### src/rtl/core/pcs_pkg.sv
// shared types, constants and register codes of the piecewise contrast stretch
`default_nettype none

package pcs_pkg;

  localparam int unsigned PcsPixW         = 8;
  localparam int unsigned PcsProdW        = 2 * PcsPixW;
  localparam int unsigned PcsQuotBits     = PcsPixW;
  localparam int unsigned PcsStepsPerStage = 2;
  localparam int unsigned PcsDivStages    = PcsQuotBits / PcsStepsPerStage;
  // segment select, multiply, divide stages, final add
  localparam int unsigned PcsStages       = PcsDivStages + 3;
  localparam int unsigned PcsCfgIdxW      = 2;

  typedef logic [PcsPixW-1:0] pixel_t;

  localparam pixel_t PcsFullScale = pixel_t'(255);

  // reset values of the breakpoints
  localparam pixel_t PcsRstInLow   = pixel_t'(70);
  localparam pixel_t PcsRstInHigh  = pixel_t'(180);
  localparam pixel_t PcsRstOutLow  = pixel_t'(30);
  localparam pixel_t PcsRstOutHigh = pixel_t'(220);

  typedef enum logic [PcsCfgIdxW-1:0] {
    RegInBreakLow   = 2'd0,
    RegInBreakHigh  = 2'd1,
    RegOutBreakLow  = 2'd2,
    RegOutBreakHigh = 2'd3
  } pcs_reg_e;

  // breakpoints as seen by the datapath
  typedef struct packed {
    pixel_t in_low;
    pixel_t in_high;
    pixel_t out_low;
    pixel_t out_high;
  } pcs_cfg_t;

  // one pixel in flight through the divider
  typedef struct packed {
    pixel_t rem;      // partial remainder
    pixel_t low;      // dividend bits still to consume, quotient bits shifted in
    pixel_t divisor;
    logic   neg;      // negate the quotient
    pixel_t offset;   // level added after the division
  } pcs_work_t;

endpackage

`default_nettype wire

### src/rtl/core/pcs_stream_if.sv
// valid/ready stream interfaces for input and output pixels
`default_nettype none

interface pcs_in_if;
  logic            valid;
  logic            ready;
  pcs_pkg::pixel_t pixel_in;

  modport source (output valid, output pixel_in, input ready);
  modport sink   (input valid, input pixel_in, output ready);
endinterface

interface pcs_out_if;
  logic            valid;
  logic            ready;
  pcs_pkg::pixel_t pixel_out;

  modport source (output valid, output pixel_out, input ready);
  modport sink   (input valid, input pixel_out, output ready);
endinterface

`default_nettype wire

### src/rtl/core/piecewise_contrast_stretch_top.sv
// top level of the piecewise linear contrast stretch pipeline
//
// Maps each 8-bit gray pixel through a three-segment linear curve set by the
// breakpoints (in_break_low, out_break_low) and (in_break_high, out_break_high).
// Pixels enter on pix_in_i and leave on pix_out_o, both valid/ready streams;
// a transfer happens when valid and ready are both high.
// Breakpoints are written through cfg_we_i / cfg_idx_i / cfg_wdata_i, one
// register per cycle. The user must write them only while no pixel is in
// flight; the block itself does not enforce this. The pipeline has 7
// register stages: segment select, 8x8 multiply, four divider stages of two
// quotient bits each, final add.
// Throughput is one pixel per cycle while the output is not stalled; the
// multiplier and each divider stage take a new pixel every cycle.
// Reset empties the pipeline and loads the breakpoints 70, 180, 30 and 220.
// When the receiver stalls, each stage holds until the one after it frees up,
// so empty stages still fill and input keeps being taken until the pipeline
// is full; nothing is dropped or repeated.
`default_nettype none

module piecewise_contrast_stretch_top (
  input  logic                                 clk_i,
  input  logic                                 rst_ni,
  pcs_in_if.sink                               pix_in_i,
  pcs_out_if.source                            pix_out_o,
  input  logic                                 cfg_we_i,
  input  logic [pcs_pkg::PcsCfgIdxW-1:0]       cfg_idx_i,
  input  pcs_pkg::pixel_t                      cfg_wdata_i
);
  import pcs_pkg::*;

  localparam int unsigned LastStage = PcsStages - 1;

  pcs_cfg_t  cfg_q;
  pcs_reg_e  cfg_idx;

  logic [PcsStages-1:0] valid_q, valid_d;
  logic [PcsStages-1:0] adv;

  pcs_work_t div_work [PcsDivStages+1];
  pcs_work_t fin;
  pixel_t    quot;
  pixel_t    pixel_out_d, pixel_out_q;

  // breakpoint registers
  assign cfg_idx = pcs_reg_e'(cfg_idx_i);

  always_ff @(posedge clk_i or negedge rst_ni) begin
    if (!rst_ni) begin
      cfg_q.in_low   <= PcsRstInLow;
      cfg_q.in_high  <= PcsRstInHigh;
      cfg_q.out_low  <= PcsRstOutLow;
      cfg_q.out_high <= PcsRstOutHigh;
    end else if (cfg_we_i) begin
      unique case (cfg_idx)
        RegInBreakLow:   cfg_q.in_low   <= cfg_wdata_i;
        RegInBreakHigh:  cfg_q.in_high  <= cfg_wdata_i;
        RegOutBreakLow:  cfg_q.out_low  <= cfg_wdata_i;
        RegOutBreakHigh: cfg_q.out_high <= cfg_wdata_i;
        default: ;
      endcase
    end
  end

  // a stage moves when it is empty or the stage after it moves
  always_comb begin
    adv[LastStage] = !valid_q[LastStage] || pix_out_o.ready;
    for (int k = int'(LastStage) - 1; k >= 0; k--) begin
      adv[k] = !valid_q[k] || adv[k+1];
    end
  end

  assign valid_d = {valid_q[PcsStages-2:0], pix_in_i.valid};

  always_ff @(posedge clk_i or negedge rst_ni) begin
    if (!rst_ni) begin
      valid_q <= '0;
    end else begin
      for (int unsigned k = 0; k < PcsStages; k++) begin
        if (adv[k]) valid_q[k] <= valid_d[k];
      end
    end
  end

  assign pix_in_i.ready = adv[0];

  // segment select and multiply
  pcs_front u_front (
    .clk_i    (clk_i),
    .en_sel_i (adv[0]),
    .en_mul_i (adv[1]),
    .pixel_i  (pix_in_i.pixel_in),
    .cfg_i    (cfg_q),
    .work_o   (div_work[0])
  );

  // divider stages
  for (genvar g = 0; g < PcsDivStages; g++) begin : g_div
    pcs_div_stage u_div (
      .clk_i  (clk_i),
      .en_i   (adv[g+2]),
      .work_i (div_work[g]),
      .work_o (div_work[g+1])
    );
  end

  // apply sign and add the segment offset
  assign fin         = div_work[PcsDivStages];
  assign quot        = fin.low;
  assign pixel_out_d = fin.neg ? (fin.offset - quot) : (fin.offset + quot);

  always_ff @(posedge clk_i) begin
    if (adv[LastStage]) begin
      pixel_out_q <= pixel_out_d;
    end
  end

  assign pix_out_o.valid     = valid_q[LastStage];
  assign pix_out_o.pixel_out = pixel_out_q;

  // an empty output register never holds back the input
  a_ready_when_out_empty: assert property (@(posedge clk_i) disable iff (!rst_ni)
    !pix_out_o.valid |-> pix_in_i.ready)
    else $error("input stalled while output stage empty");

  // the stage before the output stage keeps its pixel while stalled
  a_stall_keeps_item: assert property (@(posedge clk_i) disable iff (!rst_ni)
    (valid_q[LastStage-1] && !adv[LastStage-1]) |=> valid_q[LastStage-1])
    else $error("pixel lost in stalled stage");

  // the divider never sees a zero divisor
  a_divisor_nonzero: assert property (@(posedge clk_i) disable iff (!rst_ni)
    valid_q[1] |-> (div_work[0].divisor != '0))
    else $error("zero divisor entered the divider");

  // the division ends with a remainder below the divisor
  a_remainder_bound: assert property (@(posedge clk_i) disable iff (!rst_ni)
    valid_q[LastStage-1] |-> (fin.rem < fin.divisor))
    else $error("divider remainder out of range");

endmodule

`default_nettype wire

### src/rtl/core/pcs_front.sv
// segment select stage and multiply stage feeding the divider
`default_nettype none

module pcs_front (
  input  logic               clk_i,
  input  logic               en_sel_i,
  input  logic               en_mul_i,
  input  pcs_pkg::pixel_t    pixel_i,
  input  pcs_pkg::pcs_cfg_t  cfg_i,
  output pcs_pkg::pcs_work_t work_o
);
  import pcs_pkg::*;

  pixel_t fac_a_d, fac_a_q;
  pixel_t fac_b_d, fac_b_q;
  pixel_t div_d, div_q;
  logic   neg_d, neg_q;
  pixel_t off_d, off_q;

  logic [PcsProdW-1:0] prod;
  pcs_work_t           work_d, work_q;

  // pick the segment and its factors, divisor and offset
  always_comb begin
    fac_a_d = '0;
    fac_b_d = '0;
    div_d   = pixel_t'(1);
    neg_d   = 1'b0;
    off_d   = '0;
    priority if (pixel_i < cfg_i.in_low) begin
      fac_a_d = cfg_i.out_low;
      fac_b_d = pixel_i;
      div_d   = cfg_i.in_low;
    end else if (pixel_i <= cfg_i.in_high) begin
      off_d = cfg_i.out_low;
      if (cfg_i.in_high != cfg_i.in_low) begin
        neg_d   = cfg_i.out_high < cfg_i.out_low;
        fac_a_d = neg_d ? (cfg_i.out_low - cfg_i.out_high)
                        : (cfg_i.out_high - cfg_i.out_low);
        fac_b_d = pixel_i - cfg_i.in_low;
        div_d   = cfg_i.in_high - cfg_i.in_low;
      end
    end else begin
      fac_a_d = PcsFullScale - cfg_i.out_high;
      fac_b_d = pixel_i - cfg_i.in_high;
      div_d   = PcsFullScale - cfg_i.in_high;
      off_d   = cfg_i.out_high;
    end
  end

  // select stage registers
  always_ff @(posedge clk_i) begin
    if (en_sel_i) begin
      fac_a_q <= fac_a_d;
      fac_b_q <= fac_b_d;
      div_q   <= div_d;
      neg_q   <= neg_d;
      off_q   <= off_d;
    end
  end

  // product magnitude, split into starting remainder and low dividend bits
  assign prod = PcsProdW'(fac_a_q) * PcsProdW'(fac_b_q);

  always_comb begin
    work_d.rem     = prod[PcsProdW-1:PcsPixW];
    work_d.low     = prod[PcsPixW-1:0];
    work_d.divisor = div_q;
    work_d.neg     = neg_q;
    work_d.offset  = off_q;
  end

  always_ff @(posedge clk_i) begin
    if (en_mul_i) begin
      work_q <= work_d;
    end
  end

  assign work_o = work_q;

endmodule

`default_nettype wire

### src/rtl/core/pcs_div_stage.sv
// one divider stage: PcsStepsPerStage restoring-division steps, then a register
`default_nettype none

module pcs_div_stage (
  input  logic               clk_i,
  input  logic               en_i,
  input  pcs_pkg::pcs_work_t work_i,
  output pcs_pkg::pcs_work_t work_o
);
  import pcs_pkg::*;

  pcs_work_t          work_d, work_q;
  logic [PcsPixW:0]   trial;

  // shift in the next dividend bit, subtract the divisor where it fits
  always_comb begin
    work_d = work_i;
    trial  = '0;
    for (int unsigned s = 0; s < PcsStepsPerStage; s++) begin
      trial = {work_d.rem, work_d.low[PcsPixW-1]};
      if (trial >= {1'b0, work_d.divisor}) begin
        work_d.rem = PcsPixW'(trial - {1'b0, work_d.divisor});
        work_d.low = {work_d.low[PcsPixW-2:0], 1'b1};
      end else begin
        work_d.rem = trial[PcsPixW-1:0];
        work_d.low = {work_d.low[PcsPixW-2:0], 1'b0};
      end
    end
  end

  always_ff @(posedge clk_i) begin
    if (en_i) begin
      work_q <= work_d;
    end
  end

  assign work_o = work_q;

endmodule

`default_nettype wire
### src/flat_wrapper.sv
// flat-port wrapper written by rule: the top's interface ports become plain ports
module piecewise_contrast_stretch_top_flat import pcs_pkg::*;
  (clk_i, rst_ni, cfg_we_i, cfg_idx_i, cfg_wdata_i, pix_in_i_valid, pix_in_i_pixel_in, pix_in_i_ready, pix_out_o_valid, pix_out_o_pixel_out, pix_out_o_ready);
  pcs_in_if pix_in_i_i ();
  pcs_out_if pix_out_o_i ();
  input  logic clk_i;
  input  logic rst_ni;
  input  logic cfg_we_i;
  input  logic [pcs_pkg::PcsCfgIdxW-1:0] cfg_idx_i;
  input  pcs_pkg::pixel_t cfg_wdata_i;
  input wire logic [$bits(pix_in_i_i.valid)-1:0] pix_in_i_valid;
  input wire logic [$bits(pix_in_i_i.pixel_in)-1:0] pix_in_i_pixel_in;
  output wire logic [$bits(pix_in_i_i.ready)-1:0] pix_in_i_ready;
  output wire logic [$bits(pix_out_o_i.valid)-1:0] pix_out_o_valid;
  output wire logic [$bits(pix_out_o_i.pixel_out)-1:0] pix_out_o_pixel_out;
  input wire logic [$bits(pix_out_o_i.ready)-1:0] pix_out_o_ready;
  assign pix_in_i_i.valid = pix_in_i_valid;
  assign pix_in_i_i.pixel_in = pix_in_i_pixel_in;
  assign pix_in_i_ready = pix_in_i_i.ready;
  assign pix_out_o_valid = pix_out_o_i.valid;
  assign pix_out_o_pixel_out = pix_out_o_i.pixel_out;
  assign pix_out_o_i.ready = pix_out_o_ready;
  piecewise_contrast_stretch_top u_core (.clk_i(clk_i), .rst_ni(rst_ni), .pix_in_i(pix_in_i_i), .pix_out_o(pix_out_o_i), .cfg_we_i(cfg_we_i), .cfg_idx_i(cfg_idx_i), .cfg_wdata_i(cfg_wdata_i));
endmodule
### config.mk
export PLATFORM = sky130hd
export DESIGN_NAME = piecewise_contrast_stretch_top_flat
export DESIGN_NICKNAME = d
export VERILOG_FILES = /design/src/rtl/core/pcs_pkg.sv /design/src/rtl/core/pcs_stream_if.sv /design/src/rtl/core/piecewise_contrast_stretch_top.sv /design/src/rtl/core/pcs_front.sv /design/src/rtl/core/pcs_div_stage.sv /design/src/flat_wrapper.sv
export SDC_FILE = /design/constraint.sdc
export NUM_CORES = 1
export LEC_CHECK = 0
export ABC_AREA = 1
export BUFFER_PORTS_ARGS = -buffer_cell sky130_fd_sc_hd__buf_4
export CELL_PAD_IN_SITES_DETAIL_PLACEMENT = 0
export CELL_PAD_IN_SITES_GLOBAL_PLACEMENT = 1
export CORE_MARGIN = 2
export CORE_UTILIZATION = 50
export DETAILED_ROUTE_END_ITERATION = 7
export GPL_ROUTABILITY_DRIVEN = 0
export PLACE_DENSITY_LB_ADDON = 0.1
export SYNTH_ARGS = -nofsm -noshare
export SYNTH_HDL_FRONTEND = slang
export SYNTH_SLANG_ARGS = --single-unit
### constraint.sdc
create_clock -name clk_i -period 5.5 [get_ports clk_i]
set_input_delay 0.55 -clock clk_i [delete_from_list [all_inputs] [get_ports clk_i]]
set_output_delay 0.55 -clock clk_i [all_outputs]
set_load 0.1 [all_outputs]
==> results of run 1 <==
-- tightest hold or removal path, delay by kind of cell --
kind | cells | cell delay (ns)
buf+inv | 2 | 0.11
simple gates | 1 | 0.05
-- metal layers --
| metal | wire [µm] | share of wire, % | vias up | GRT usage, % |
|---|---|---|---|---|
| met5 | 0 | 0 | - | 0 |
| met4 | 765 | 2.3 | 0 | 5.15 |
| met3 | 918 | 2.7 | 46 | 1.93 |
| met2 | 16100 | 48 | 164 | 37.2 |
| met1 | 15900 | 47 | 5390 | 28.7 |
| li1 | - | - | 6006 | - |
-- path summary, 6_finish.rpt --
kind	endpoint	slack, ns	cells after the start
hold reg to reg	u_core.g_div[1].u_div.work_o[7]	0.41	0
hold / removal	u_core.valid_q[0]	0.20	3
setup / recovery	u_core.u_front.work_o[29]	1.14	18
max in group asynchronous	u_core.cfg_q[4]	4.58	2
setup reg to reg	u_core.u_front.work_o[29]	1.14	18
min in group asynchronous	u_core.cfg_q[16]	0.54	2
-- final cells by class --
class / count / area, µm² / share of cell area, %
clock buffers: 39 / 721 / 4.12
multi-input cells: 1233 / 7930 / 45.4
flip-flops and latches: 229 / 6700 / 38.3
repair buffers: 39 / 295 / 1.69
well taps: 402 / 503 / 2.88
inverters: 324 / 1220 / 6.97
clock inverters: 11 / 113 / 0.644
-- registers in the layout (all words and copies together), names as in the netlist --
name and count:
u_core.g_div.u_div.work_o 116, u_core.u_front.work_o 33, u_core.cfg_q 32, u_core.pix_out_o.pixel_out 8, u_core.u_front.div_q 8, u_core.u_front.fac_a_q 8
u_core.u_front.fac_b_q 8, u_core.u_front.off_q 8, u_core.valid_q 7, u_core.u_front.neg_q 1
-- cell families after synthesis --
| group | Yosys count | synth area share (%) |
|---|---|---|
| xor gates and xnor gates | 72 | 3.93 |
| DFF | 229 | 41.8 |
| and+or+nand+nor | 774 | 21.3 |
| AOI/OAI and AO/OA | 192 | 6.70 |
| adders and majority gates | 195 | 17.5 |
| buffers and inverters | 358 | 8.74 |
-- cell usage in the layout, fill, tap and decap left out, drive strengths merged, types with 2 or more instances in the layout --
| cell type | n |
|---|---|
| or2 | 8 |
| xnor2 | 27 |
| a21o | 7 |
| nor3 | 10 |
| nand3 | 110 |
| a31oi | 7 |
| o211ai | 4 |
| buf | 38 |
| a21oi | 88 |
| clkbuf | 39 |
| o21a | 4 |
| clkinv | 8 |
| inv | 326 |
| nand3b | 4 |
| nand2 | 507 |
| a21boi | 5 |
| edfxtp | 190 |
| ha | 146 |
| nand4 | 38 |
| nor2 | 96 |
| fa | 49 |
| o21ai | 63 |
| o21bai | 2 |
| xor2 | 45 |
| o22ai | 6 |
| dfstp | 16 |
| dfrtp | 23 |
-- timing repair --
item,in CTS,in global routing
hold endpoints to repair,23,0
hold buffers,1,0
setup buffers,0,0
resized for setup,0,0
-- metrics by stage --
| step | instances | hold WS [ns] | instance area (µm²) | util [%] | setup WS (ns) |
|---|---|---|---|---|---|
| after global placement | 2226 | 0.400 | 16600 | 52.7 | 1.17 |
| after floorplan | 1820 | 0.254 | 16000 | - | 0.307 |
| after global routing | 2277 | 0.192 | 17500 | 55.4 | 0.844 |
| final | 2277 | 0.202 | 17500 | 55.4 | 1.14 |
| after detailed placement | 2226 | 0.405 | 16600 | 52.7 | 1.13 |
| after CTS | 2277 | 0.175 | 17500 | 55.4 | 1.10 |
==> impl_metrics.env, run 1 <==
export IMPL_cap_violations=0
export IMPL_fp_row_count=65
export IMPL_ant_nets=0
export IMPL_setup_viol=0
export IMPL_antennaDiodeCount=0
export IMPL_yosys_area_top_type_share_pct=35.6
export IMPL_design_die_area_um2=33500
export IMPL_fp_coreArea_um2=31600
export IMPL_fp_dieH_um=183
export IMPL_rsz0062_at_grt="false"
export IMPL_via_per_inst=5.10
export IMPL_synth_fp_nets=2038
export IMPL_worst_slew_pin_slew_ns=0.665
export IMPL_hold_path_class="in -> reg"
export IMPL_status="finished, final reports clean"
export IMPL_ys_top_cells_by_area="edfxtp_1, nand2_1, ha_1, inv_1, fa_1"
export IMPL_routed_wl_um=33600
export IMPL_critPathMaxFanout=8
export IMPL_start_util_pct=50.8
export IMPL_fin_crit_ns=4.36
export IMPL_path_clk_slew_ns=0.06
export IMPL_area_delta_synth_final_pct=9.04
export IMPL_crit_path_start_kind="flip-flop"
export IMPL_grt_pass1_vias=11697
export IMPL_relSlewSlack_pct=55.6
export IMPL_port_buffers=32
export IMPL_synth_edff_count=190
export IMPL_h_tree_depth=1
export IMPL_r2r_start="u_core.u_front.fac_a_q[3]"
export IMPL_drv_slew=0
export IMPL_clock_skew_ns=0.0111
export IMPL_post_synth_cell_area_avg_um2=8.81
export IMPL_die_w_um=183
export IMPL_fin_nets=2072
export IMPL_synth_most_common_cell="nand2_1"
export IMPL_fillers=2908
export IMPL_ys_seq_elements=229
export IMPL_cp_slowest_stage_delay_ns=0.53
export IMPL_cpMaxStageDelayCell="edfxtp_1"
export IMPL_overflow=0
export IMPL_synth_area_um2=16000
export IMPL_antenna_found_initial=0
export IMPL_crit_family="adder cells"
export IMPL_grt_max_degree=40
export IMPL_grtUsageTotal_pct=21.3
export IMPL_arrival_ns=4.65
export IMPL_min_from="pix_in_i_valid"
export IMPL_grt_pass1_wl_um=57800
export IMPL_ys_warn_count=0
export IMPL_clock_sinks=229
export IMPL_synthCells=1820
export IMPL_cts_tree="yes"
export IMPL_synth_top_cells_by_count="nand2_1, inv_1, edfxtp_1"
export IMPL_min_period_over_period_pct=79.3
export IMPL_drc=0
export IMPL_path_buf_inv=5
export IMPL_hold_viol=0
export IMPL_setup_worst_path_start="u_core.u_front.fac_a_q[3]"
export IMPL_ys_types=51
export IMPL_cts_inserted_buffers=27
export IMPL_drtIter0Drc=674
export IMPL_synth_flop_cell="edfxtp_1"
export IMPL_crit_chain="nand2_1 -> inv_1 -> fa_1 -> inv_1 -> fa_1 -> inv_1 -> fa_1 -> inv_1 -> fa_1 -> inv_1 -> ha_1 -> a21o_1 -> a21oi_1 -> o21ai_0 -> nand3_1 -> nand2_1 -> nand2_1 -> nand2_1"
export IMPL_drive_above_1_share_pct=8.05
export IMPL_avgRoutedWirePerCell_um=14.8
export IMPL_fmax_ghz=0.229
export IMPL_num_vias=11606
export IMPL_first_pass_iters=5
export IMPL_clk_latency_ns=0.53
export IMPL_yosysTopAreaCell="edfxtp_1"
export IMPL_io_pin_count=33
export IMPL_required_ns=5.79
export IMPL_ctsLongestPathBuffers=3
export IMPL_fin_setup_tns_ns=0
export IMPL_clock_root_buffer="clkbuf_16"
export IMPL_crit_top_cell="inv_1"
export IMPL_dp_hpwl_um=26700
export IMPL_yosysSeqAreaShare_pct=41.8
export IMPL_criticalPathCategory="reg -> reg"
export IMPL_crit_path_end_kind="flip-flop"
export IMPL_async_flop_share_pct=17.0
Power of run 1 is not shown: default switching activity piles up to over one toggle a cycle in this logic, so the estimate is an artifact.
==> run 2: changes to the inputs <==
==> constraint.sdc (replaced) <==
create_clock -name clk_i -period 4.3 [get_ports clk_i]
set_input_delay 0.43 -clock clk_i [delete_from_list [all_inputs] [get_ports clk_i]]
set_output_delay 0.43 -clock clk_i [all_outputs]
set_load 0.1 [all_outputs]
==> run 2 against run 1 <==
Against the previous run:
- via count rose by 0.61%
- sequential cell count is the same
- cell area increased by 1.5%
- critical path depth is 3 lower
- clock skew up 0.0029 ns
- final cell count is 0.88% higher
- utilization up 0.84 points
- global-route usage up 0.079 points
- non-clock buffer count up 20
- wire length is 2.3% higher
- critical path type unchanged
==> impl_metrics.env, run 2 (synthesis results as in run 1) <==
export IMPL_status="finished, final reports clean"
export IMPL_drive_above_1_share_pct=9.82
export IMPL_crit_path_start_kind="flip-flop"
export IMPL_cts_inserted_buffers=27
export IMPL_fin_nets=2092
export IMPL_drc=0
export IMPL_arrival_ns=4.33
export IMPL_avgRoutedWirePerCell_um=15.0
export IMPL_antennaDiodeCount=0
export IMPL_clk_latency_ns=0.55
export IMPL_relSlewSlack_pct=56.6
export IMPL_drtIter0Drc=598
export IMPL_drv_slew=0
export IMPL_antenna_found_initial=0
export IMPL_largest_reg_flops=116
export IMPL_criticalPathCategory="reg -> reg"
export IMPL_path_clk_slew_ns=0.06
export IMPL_ctsLongestPathBuffers=3
export IMPL_dp_hpwl_um=26900
export IMPL_num_vias=11677
export IMPL_routed_wl_um=34400
export IMPL_setup_worst_path_start="u_core.u_front.fac_a_q[1]"
export IMPL_via_per_inst=5.08
export IMPL_worst_slew_pin_slew_ns=0.650
export IMPL_final_common_cell="nand2_1"
export IMPL_grt_pass1_vias=11593
export IMPL_h_tree_depth=1
export IMPL_final_cell_mix="nand2_1, inv_1, edfxtp_1"
export IMPL_min_period_over_period_pct=94.1
export IMPL_setup_viol=0
export IMPL_fillers=2903
export IMPL_seq_area_um2=6700
export IMPL_hold_path_class="in -> reg"
export IMPL_start_util_pct=50.8
export IMPL_cts_tree="yes"
export IMPL_multi_input_area_um2=7980
export IMPL_min_from="pix_in_i_valid"
export IMPL_r2r_start="u_core.u_front.fac_a_q[1]"
export IMPL_fmax_ghz=0.247
export IMPL_io_pin_count=33
export IMPL_die_w_um=183
export IMPL_overflow=0
export IMPL_grtUsageTotal_pct=21.4
export IMPL_ant_nets=0
export IMPL_design_die_area_um2=33500
export IMPL_port_buffers=32
export IMPL_required_ns=4.59
export IMPL_critPathMaxFanout=6
export IMPL_fin_crit_ns=4.04
export IMPL_first_pass_iters=5
export IMPL_cap_violations=0
export IMPL_clock_sinks=229
export IMPL_fp_coreArea_um2=31600
export IMPL_crit_path_end_kind="flip-flop"
export IMPL_grt_pass1_wl_um=57700
export IMPL_hold_viol=0
export IMPL_fp_dieH_um=183
export IMPL_fp_row_count=65
export IMPL_grt_max_degree=40
export IMPL_clock_root_buffer="clkbuf_16"
export IMPL_clock_skew_ns=0.0140
export IMPL_rsz0062_at_grt="false"
export IMPL_area_delta_synth_final_pct=10.7
export IMPL_fin_setup_tns_ns=0
==> run 2: changes by cell type in the layout (fill, tap and decap cells not counted), moves of 3 or more <==
cell,previous run,this run
clkbuf_1,12,6
ha_1,146,141
ha_2,0,3
clkinvlp_4,0,4
buf_4,38,58
==> run 2: per-stage QoR <==
| stage | std cells | setup WS (ns) | hold slack, ns | util [%] | instance area (µm²) |
|---|---|---|---|---|---|
| floorplan | 1820 | 0.165 | 0.134 | - | 16000 |
| global route | 2297 | 0.00394 | 0.0548 | 56.2 | 17700 |
| finish | 2297 | 0.255 | 0.0697 | 56.2 | 17700 |
| global placement | 2240 | 0.0582 | 0.400 | 53.1 | 16700 |
| CTS | 2291 | 0.0230 | 0.0368 | 55.9 | 17700 |
| detailed placement | 2240 | 0.0139 | 0.405 | 53.1 | 16700 |
==> run 2: per-layer routing <==
metal | global-route usage (%) | up-vias | wire [µm]
li1 | - | 6042 | -
met1 | 27.8 | 5419 | 15900
met2 | 38.3 | 168 | 16800
met3 | 2.28 | 48 | 1000
met4 | 5.12 | 0 | 734
met5 | 0 | - | 0
==> run 2: area by class of cell <==
class                           instances  area share (%)
Multi-Input combinational cell       1233            45.0
Tap cell                              402            2.83
Timing Repair Buffer                   59            2.51
Clock buffer                           33            3.93
Sequential cell                       229            37.8
Inverter                              324            6.87
Clock inverter                         17            1.09
==> run 2: timing repair <==
item	4_1_cts	5_1_grt
resized for setup	0	11
setup endpoints to repair	0	6
hold buffers	1	0
endpoints found under the hold margin	23	0
setup buffers	0	6
==> run 2: critical path, stage by stage, from the launching register on <==
cell and delay (ns):
edfxtp_1 0.44, buf_4 0.14, nand2_1 0.07, fa_1 0.51, fa_1 0.52, fa_1 0.51, fa_1 0.54, inv_1 0.04
ha_2 0.36, nand2_1 0.09, nor2_1 0.14, nand3_1 0.09, nand3_1 0.13, nand2_1 0.07, nand2_1 0.07, xnor2_1 0.06
==> run 2: final timing paths <==
path	endpoint	slack, ns	cells after the start
max	u_core.u_front.work_o[32]	0.26	15
max in group asynchronous	u_core.cfg_q[6]	3.50	2
max reg2reg	u_core.u_front.work_o[32]	0.26	15
min in group asynchronous	u_core.cfg_q[16]	0.42	2
min reg2reg	u_core.g_div[0].u_div.work_o[0]	0.41	0
min	u_core.valid_q[0]	0.07	3
Power of run 2 is left out for the same reason.
==> run 3: changes to the inputs <==
--- a/config.mk
+++ b/config.mk
@@ -11,6 +11,7 @@
 export CELL_PAD_IN_SITES_GLOBAL_PLACEMENT = 1
 export CORE_MARGIN = 2
 export CORE_UTILIZATION = 50
+export CTS_BUF_LIST = sky130_fd_sc_hd__clkbuf_2 sky130_fd_sc_hd__clkbuf_4 sky130_fd_sc_hd__clkbuf_8
 export DETAILED_ROUTE_END_ITERATION = 7
 export GPL_ROUTABILITY_DRIVEN = 0
 export PLACE_DENSITY_LB_ADDON = 0.1
==> run 3 against run 2 <==
Against the previous run:
- die area unchanged
- worst hold slack got worse by 0.0065 ns
- count of clock-buffer cells in the layout rose by 22
- critical path depth stayed put
- final cell count is 1.0% higher
- worst setup slack got worse by 0.0057 ns
- utilization shrank 0.15 points
- via count increased by 0.73%
- largest cell class unchanged
==> impl_metrics.env, run 3 (synthesis results as in run 1) <==
export IMPL_status="finished, final reports clean"
export IMPL_design_die_area_um2=33500
export IMPL_area_delta_synth_final_pct=10.4
export IMPL_arrival_ns=4.34
export IMPL_h_tree_depth=2
export IMPL_path_clk_slew_ns=0.06
export IMPL_grt_max_degree=40
export IMPL_fin_setup_tns_ns=0
export IMPL_ctsLongestPathBuffers=3
export IMPL_final_cell_mix="nand2_1, inv_1, edfxtp_1"
export IMPL_fin_crit_ns=4.05
export IMPL_crit_path_end_kind="flip-flop"
export IMPL_fp_dieH_um=183
export IMPL_port_buffers=32
export IMPL_ant_nets=0
export IMPL_grtUsageTotal_pct=21.6
export IMPL_overflow=0
export IMPL_fp_row_count=65
export IMPL_critPathMaxFanout=5
export IMPL_cpMaxStageDelayCell="fa_1"
export IMPL_fin_util_pct=56.1
export IMPL_clock_sinks=229
export IMPL_crit_top_cell="nand2_1"
export IMPL_via_per_inst=5.07
export IMPL_dp_hpwl_um=26900
export IMPL_cts_tree="yes"
export IMPL_required_ns=4.59
export IMPL_routed_wl_um=34700
export IMPL_pre_cts_ws_ns=0.0139
export IMPL_crit_path_start_kind="flip-flop"
export IMPL_drtIter0Drc=618
export IMPL_drv_slew=0
export IMPL_antennaDiodeCount=0
export IMPL_grt_pass1_wl_um=58200
export IMPL_cap_violations=0
export IMPL_worst_slew_pin_slew_ns=0.658
export IMPL_setup_viol=0
export IMPL_crit_chain="buf_4 -> nand2_1 -> fa_1 -> fa_1 -> fa_1 -> fa_1 -> inv_1 -> ha_1 -> nand2_1 -> o21ai_1 -> nand2_1 -> nand3_1 -> nand2_1 -> nand2_1 -> xnor2_1"
export IMPL_io_pin_count=33
export IMPL_avgRoutedWirePerCell_um=14.9
export IMPL_cp_slowest_stage_delay_ns=0.54
export IMPL_first_pass_iters=5
export IMPL_hold_path_class="in -> reg"
export IMPL_start_util_pct=50.8
export IMPL_min_period_over_period_pct=94.2
export IMPL_dp_cells=2240
export IMPL_rsz0062_at_grt="false"
export IMPL_die_w_um=183
export IMPL_clock_skew_ns=0.0215
export IMPL_num_vias=11762
export IMPL_stdcell_count=2321
export IMPL_grt_pass1_vias=11786
export IMPL_relSlewSlack_pct=56.1
export IMPL_drc=0
export IMPL_fmax_ghz=0.247
export IMPL_largest_reg_flops=116
export IMPL_hold_viol=0
export IMPL_drive_above_1_share_pct=11.0
export IMPL_final_common_cell="nand2_1"
export IMPL_fp_coreArea_um2=31600
export IMPL_cts_inserted_buffers=41
export IMPL_criticalPathCategory="reg -> reg"
export IMPL_fin_nets=2105
export IMPL_clk_latency_ns=0.56
export IMPL_fin_ws_ns=0.249
export IMPL_antenna_found_initial=0
export IMPL_clock_root_buffer="clkbuf_8"
[run 3: cell count changes in the layout (fill, tap and decap cells not counted), sizes merged]
cell      before  now
buf           58   57
clkinvlp       4    2
clkinv         9   15
clkbuf        33   55
bufinv         3    2
[run 3: metal layers]
metal | global-route usage, % | up-vias | part of all wire [%]
met5 | 0 | - | 0
met4 | 5.47 | 0 | 1.7
met3 | 2.66 | 45 | 3.1
met2 | 38.5 | 185 | 49
met1 | 28.1 | 5452 | 46
li1 | - | 6080 | -
[run 3: cell type report]
type,count,area [µm²]
Clock buffer,55,688
Clock inverter,20,170
Fill cell,2910,13900
Inverter,324,1220
Multi-Input combinational cell,1233,7980
Sequential cell,229,6700
Tap cell,402,503
Timing Repair Buffer,58,438
[run 3: worst max-delay path, delay by kind of cell, from the launching register on]
family                     cells  cell delay [ns]
adders and majority gates      5             2.39
and+or+nand+nor                6             0.50
AOI/OAI and AO/OA              1             0.20
DFF                            1             0.42
xor gates and xnor gates       1             0.06
buffers and inverters          2             0.22
[run 3: metrics by stage]
step                instance area (µm²)  hold slack [ns]
finish                            17700           0.0632
global route                      17700           0.0426
CTS                               17600           0.0230
detailed placement                16700            0.405
global placement                  16700            0.400
floorplan                         16000            0.134
[run 3: timing repair]
item	4_1_cts	5_1_grt
hold buffers	1	0
resized for setup	0	9
setup endpoints to repair	0	7
buffers inserted	0	5
endpoints found under the hold margin	23	0
[run 3: path summary, 6_finish.rpt]
check / depth (start not counted) / from / slack, ns / endpoint
hold / removal: 3 / pix_in_i_valid / 0.06 / u_core.valid_q[0]
min in group asynchronous: 2 / rst_ni / 0.40 / u_core.cfg_q[22]
hold reg to reg: 0 / u_core.u_front.off_q[6] / 0.41 / u_core.u_front.work_o[6]
setup reg to reg: 15 / u_core.u_front.fac_a_q[2] / 0.25 / u_core.u_front.work_o[32]
setup / recovery: 15 / u_core.u_front.fac_a_q[2] / 0.25 / u_core.u_front.work_o[32]
max in group asynchronous: 2 / rst_ni / 3.51 / u_core.cfg_q[4]
Power of run 3 is left out for the same reason.
